--- src/hw/rtl/bfk_pkg.sv ---
// ----------------------------------------------------------------------------
// bfk_pkg
// Shared types, constants and helpers of the Blowfish-style cipher engine.
// ----------------------------------------------------------------------------
package bfk_pkg;

   localparam int TABLE_WORDS = 1042;
   localparam int P_WORDS     = 18;
   localparam int ROUNDS      = 16;
   localparam int SBOX_WORDS  = TABLE_WORDS - P_WORDS;
   localparam int TIDX_W      = $clog2(TABLE_WORDS);
   localparam int SADDR_W     = $clog2(SBOX_WORDS);
   localparam int PIDX_W      = $clog2(P_WORDS);
   localparam int RCNT_W      = $clog2(ROUNDS);

   localparam logic [PIDX_W-1:0] P_FIRST_A = PIDX_W'(0);
   localparam logic [PIDX_W-1:0] P_FIRST_B = PIDX_W'(1);
   localparam logic [PIDX_W-1:0] P_LAST_A  = PIDX_W'(16);
   localparam logic [PIDX_W-1:0] P_LAST_B  = PIDX_W'(17);

   typedef enum logic [1:0] {
      FUNC_LOAD,
      FUNC_KEY_INIT,
      FUNC_ENCRYPT,
      FUNC_DECRYPT
   } func_type;

   typedef enum logic [2:0] {
      CI_IDLE,
      CI_XOR,
      CI_RD,
      CI_ACC,
      CI_FIN_A,
      CI_FIN_B,
      CI_DONE
   } ci_state_type;

   typedef enum logic [3:0] {
      T_IDLE,
      T_COPY,
      T_PASSSEL,
      T_K1_GO,
      T_K1_WAIT,
      T_K2_GO,
      T_K2_WAIT,
      T_PXOR,
      T_CH_GO,
      T_CH_WAIT,
      T_CH_WR2,
      T_BLK_GO,
      T_BLK_WAIT,
      T_DONE
   } seq_state_type;

   typedef struct packed {
      logic start;
      logic dec;
   } ci_ctl_type;

   function automatic logic [31:0] bswap(input logic [31:0] v);
      return {v[7:0], v[15:8], v[23:16], v[31:24]};
   endfunction

endpackage

--- src/hw/rtl/bfk_round.sv ---
// ----------------------------------------------------------------------------
// bfk_round
// Iterative 16-round Feistel unit: one S-box read and one accumulate a step.
// ----------------------------------------------------------------------------
module bfk_round (
   input  logic                       clock,
   input  logic                       reset,
   input  bfk_pkg::ci_ctl_type        ctl,
   input  logic [31:0]                in_first,
   input  logic [31:0]                in_second,
   output logic                       done,
   output logic [31:0]                out_first,
   output logic [31:0]                out_second,
   output logic [bfk_pkg::PIDX_W-1:0] p_idx,
   input  logic [31:0]                p_data,
   output logic                       sbox_rd_en,
   output logic [bfk_pkg::SADDR_W-1:0] sbox_rd_addr,
   input  logic [31:0]                sbox_rd_data
);
   import bfk_pkg::*;

   ci_state_type      state_ff, state_in;
   logic [31:0]       a_ff, a_in, b_ff, b_in, z_ff, z_in, v_ff, v_in;
   logic [31:0]       of_ff, of_in, os_ff, os_in;
   logic [RCNT_W-1:0] cnt_ff, cnt_in;
   logic [1:0]        j_ff, j_in;
   logic              dec_ff, dec_in;
   logic [PIDX_W-1:0] round_idx;
   logic [7:0]        zbyte;
   logic [31:0]       f_val;

   always_comb begin
      state_in = state_ff;
      case (state_ff)
         CI_IDLE:  if (ctl.start) state_in = CI_XOR;
         CI_XOR:   state_in = CI_RD;
         CI_RD:    state_in = CI_ACC;
         CI_ACC: begin
            if (j_ff == 2'd3) begin
               state_in = (cnt_ff == RCNT_W'(ROUNDS - 1)) ? CI_FIN_A : CI_XOR;
            end else begin
               state_in = CI_RD;
            end
         end
         CI_FIN_A: state_in = CI_FIN_B;
         CI_FIN_B: state_in = CI_DONE;
         CI_DONE:  state_in = CI_IDLE;
         default:  state_in = CI_IDLE;
      endcase
   end

   always_comb begin
      round_idx = dec_ff ? (P_LAST_B - PIDX_W'(cnt_ff)) : PIDX_W'(cnt_ff);
      case (j_ff)
         2'd0:    zbyte = z_ff[31:24];
         2'd1:    zbyte = z_ff[23:16];
         2'd2:    zbyte = z_ff[15:8];
         default: zbyte = z_ff[7:0];
      endcase
      case (state_ff)
         CI_FIN_A: p_idx = dec_ff ? P_FIRST_B : P_LAST_A;
         CI_FIN_B: p_idx = dec_ff ? P_FIRST_A : P_LAST_B;
         default:  p_idx = round_idx;
      endcase
      sbox_rd_en   = (state_ff == CI_RD);
      sbox_rd_addr = {j_ff, zbyte};
      done         = (state_ff == CI_DONE);
      out_first    = of_ff;
      out_second   = os_ff;
   end

   always_comb begin
      a_in   = a_ff;
      b_in   = b_ff;
      z_in   = z_ff;
      v_in   = v_ff;
      of_in  = of_ff;
      os_in  = os_ff;
      cnt_in = cnt_ff;
      j_in   = j_ff;
      dec_in = dec_ff;
      case (j_ff)
         2'd0:    f_val = sbox_rd_data;
         2'd1:    f_val = sbox_rd_data + v_ff;
         2'd2:    f_val = sbox_rd_data ^ v_ff;
         default: f_val = sbox_rd_data + v_ff;
      endcase
      case (state_ff)
         CI_IDLE: begin
            if (ctl.start) begin
               a_in   = in_second;
               b_in   = in_first;
               dec_in = ctl.dec;
               cnt_in = '0;
            end
         end
         CI_XOR: begin
            z_in = p_data ^ a_ff;
            j_in = 2'd0;
         end
         CI_ACC: begin
            v_in = f_val;
            if (j_ff == 2'd3) begin
               a_in   = b_ff ^ f_val;
               b_in   = z_ff;
               cnt_in = cnt_ff + RCNT_W'(1);
            end else begin
               j_in = j_ff + 2'd1;
            end
         end
         CI_FIN_A: of_in = a_ff ^ p_data;
         CI_FIN_B: os_in = b_ff ^ p_data;
         default: ;
      endcase
   end

   always_ff @(posedge clock) begin
      if (reset) begin
         state_ff <= CI_IDLE;
      end else begin
         state_ff <= state_in;
      end
      a_ff   <= a_in;
      b_ff   <= b_in;
      z_ff   <= z_in;
      v_ff   <= v_in;
      of_ff  <= of_in;
      os_ff  <= os_in;
      cnt_ff <= cnt_in;
      j_ff   <= j_in;
      dec_ff <= dec_in;
   end

endmodule

--- config.mk ---
export PLATFORM = sky130hd
export DESIGN_NAME = bfk_round
export DESIGN_NICKNAME = d
export VERILOG_FILES = /design/src/hw/rtl/bfk_pkg.sv /design/src/hw/rtl/bfk_round.sv
export SDC_FILE = /design/constraint.sdc
export NUM_CORES = 1
export LEC_CHECK = 0
export BUFFER_PORTS_ARGS = -buffer_cell sky130_fd_sc_hd__buf_2
export CORE_UTILIZATION = 62
export CTS_BUF_LIST = sky130_fd_sc_hd__clkbuf_8
export CTS_CLUSTER_DIAMETER = 100
export DETAILED_ROUTE_END_ITERATION = 8
export HOLD_SLACK_MARGIN = 0.05
export PLACE_DENSITY = 0.86
export SLEW_MARGIN = 40
export SYNTH_ARGS = -nofsm -noshare
export SYNTH_HDL_FRONTEND = slang
export SYNTH_SLANG_ARGS = --single-unit
--- constraint.sdc ---
create_clock -name clock -period 6.72 [get_ports clock]
set_clock_uncertainty 0.15 [all_clocks]
set_input_delay 1.008 -clock clock [delete_from_list [all_inputs] [get_ports clock]]
set_output_delay 1.008 -clock clock [all_outputs]
set_load 0.005 [all_outputs]
==> summary.md <==
| Metric | Value |
|---|---|
| Status | completed |
| Synth-to-Final Area Change | 18.02% |
| Worst-path clk slew | 60 ps |
| Avg Cell Area, Syn | 11.52 um^2 |
| Cell depth of the worst flop-to-flop path | 10 |
| Critical path class | register to primary output |
| VDD IR max | 174.5 uV |
| Final ANT Viol Nets | 0 |
| DR pass1 iterations | 7 |
| WL met2 | 13220 um |
| Iteration-0 DRC Markers | 782 |
| Mapped Area | 0.01051 mm^2 |
| Floorplan Core Area | 0.01658 mm^2 |
| Max layer used | met5 |
| Finished Layout Cells | 1376 |
| Required time of the worst setup path | 5560 ps |
| Reg2reg setup slack | 3240 ps |
| Clock root buffer | clkbuf_8 |
| Final RePlAce weighted congestion | 0.9292 |
| Post-CTS Setup Bufs | 0 |
| HPWL after detailed placement | 19610 um |
| TritonCTS clock tree | done |
| PwrDens | 246.8 mW/mm^2 |
| Crit path from | j_ff[0]$_SDFFCE_PN0P_ |
| Max-Cap Viols | 0 |
| Crit path max-delay cell type | ha_1 |
| Critical path endpoint category | primary output |
| Total number of yosys warnings | 0 |
| Fin. Hold Viols | 0 |
| Main synth FF type | edfxtp_1 |
| Crit-path cells | inv_1 -> ha_1 -> buf_4 -> a222oi_1 -> mux2i_1 -> buf_2 |
| Slew @ Worst Pin | 822.1 ps |
| End of the critical path | sbox_rd_addr[2] |
| HP Class | register to register |
| Vias per cell | 6.030 |
| Area leader, netlist | edfxtp_1 |
| Post-CTS Resized | 0 |
| Setup TNS | 0 ps |
| Setup repair after global routing missed its margin | no |
| Vias | 8297 |
| Final-report setup violation count | 0 |
| Synth unique cells | 66 |
| Reg2reg start | v_ff[1]$_DFFE_PP_ |
| Final #Nets | 1300 |
| Seq/Total Area, Yosys | 0.5741 |
| Most frequent cells in the layout | buf_2, edfxtp_1, nand2_1 |
| Cts hold-fix bufs | 0 |
| CP startpoint kind | register |
| Grt ovf | 0 |
| Die ar. | 0.01748 mm^2 |
| Deepest clock path buffer count | 3 |
| Tot GR Track Use | 0.3231 |
| RR Endpoint | a_ff[21]$_DFFE_PP_ |
| Crit path DAT | 2880 ps |
| Final WL | 28100 um |
| Initial antenna violation count | 5 |
| Leak pwr | 5.135 nW |
| Num Clock Sinks | 202 |
| Worst-Skew Late Latency | 540 ps |
| Boundary Pins | 213 |
| Tmin final | 4042 ps |
| Fraction of layout cells with a size suffix above 1 | 0.2422 |
| # rows | 47 |
| Final Cycle Share | 0.6014 |
| Fmax | 247.4 MHz |
| Worst Path Max Fanout | 33 |
| I/O Buffers | 212 |
| Seq cells post-synth | 202 |
| Dpl cells | 1311 |
| H-tree levels | 2 |
| Die Ht | 132.2 um |
| Vias in the first global route | 8066 |
| Die width | 132.2 um |
| Most common cell after layout, fill and taps aside | buf_2 |
| Mapped Cells | 913 |
| Synth top area cells | edfxtp_1, xor2_1, nand2_1, ha_1, o21ai_0 |
| Slew headroom | 0.4520 |
| Num CTS Buffers | 35 |
| WL/cell | 20.42 um |
| Global-route wire length before repair | 42950 um |
| Synthesized Nets | 1085 |
| Final Max Slew Viols | 0 |
| Post-synth top area share | 0.5684 |
| Met3 wire len | 2516 um |
| Max incr delay on CP | 700 ps |
| Largest net degree at the start of global routing | 111 |
| Met1 wire length | 11370 um |
| DRC viols | 0 |
| Number of synthesized flops with an enable pin | 199 |
| Ys async rst share | 0 |
| Initial Util | 0.6340 |
[how the worst min path moves through the flow]
| stage | start | end | cells after the start |
|---|---|---|---|
| after floorplan | z_ff[16]$_DFFE_PP_ | b_ff[16]$_DFFE_PP_ | 2 |
| after global placement | z_ff[14]$_DFFE_PP_ | b_ff[14]$_DFFE_PP_ | 2 |
| after detailed placement | z_ff[14]$_DFFE_PP_ | b_ff[14]$_DFFE_PP_ | 2 |
| after CTS | z_ff[14]$_DFFE_PP_ | b_ff[14]$_DFFE_PP_ | 2 |
| after global routing | z_ff[14]$_DFFE_PP_ | b_ff[14]$_DFFE_PP_ | 2 |
| final | z_ff[14]$_DFFE_PP_ | b_ff[14]$_DFFE_PP_ | 2 |
[kinds of logic after synthesis]
family | synth area share
AOI/OAI and AO/OA | 0.1469
xor gates and xnor gates | 0.08080
adders and majority gates | 0.04832
buffers and inverters | 0.02487
DFF | 0.5741
muxes | 0.01523
and+or+nand+nor | 0.1098
[layout make-up]
cell class	instances	area, um^2
antenna	4	10.01
clock buffer	35	481.7
inverter	26	97.59
timing repair buffer	220	1152
clock inverter	26	111.4
fill	1170	4175
multi-input combinational	643	4244
sequential	202	6036
tap	220	275.3
[power by group]
part / leakage [nW] / internal, mW / switching [mW]
clock network: 0.343 / 0.488 / 0.512
registers: 1.86 / 1.50 / 0.0513
logic: 2.93 / 0.203 / 0.310
total: 5.13 / 2.19 / 0.873
[per-layer routing]
metal  vias to the layer above  GRT usage
met5                         -          0
met3                        77    0.06728
li1                       3832          -
met2                       437     0.5144
met1                      3949     0.4335
met4                         2     0.1386
[flip-flops by register name, indices dropped and copies added (netlist names)]
name	flops
out_second	32
a_ff	32
out_first	32
cnt_ff	4
j_ff	2
b_ff	32
v_ff	32
z_ff	32
dec_ff	1
state_ff	3
[cells in the mapped netlist (16+ instances only)]
cell	instances
edfxtp_1	199
nand2_1	147
o21ai_0	67
xor2_1	66
a21oi_1	45
nor2_1	40
ha_1	39
clkbuf_1	35
xnor2_1	31
inv_1	26
a21o_1	22
mux2i_1	16
[critical path, delay by kind of cell (launching register included)]
family	cells	cell delay (ps)
buffers and inverters	3	770
adder cells (fa/ha/maj)	1	700
flip-flops	1	480
AO/OA/AOI/OAI	1	210
multiplexers	1	190
[per-stage QoR]
stage	hold slack, ps	area (um^2)	total power, mW	worst slack (ps)	util
floorplan	359.3	10510	1.883	3063	-
global placement	376.8	11750	2.046	2599	0.7086
detailed placement	386.0	11800	2.074	2517	0.7115
CTS	392.2	12390	3.056	2716	0.7472
global route	402.0	12400	3.165	2566	0.7479
finish	394.6	12410	3.062	2678	0.7482
No activity file was read; power rests on OpenSTA's default activity.
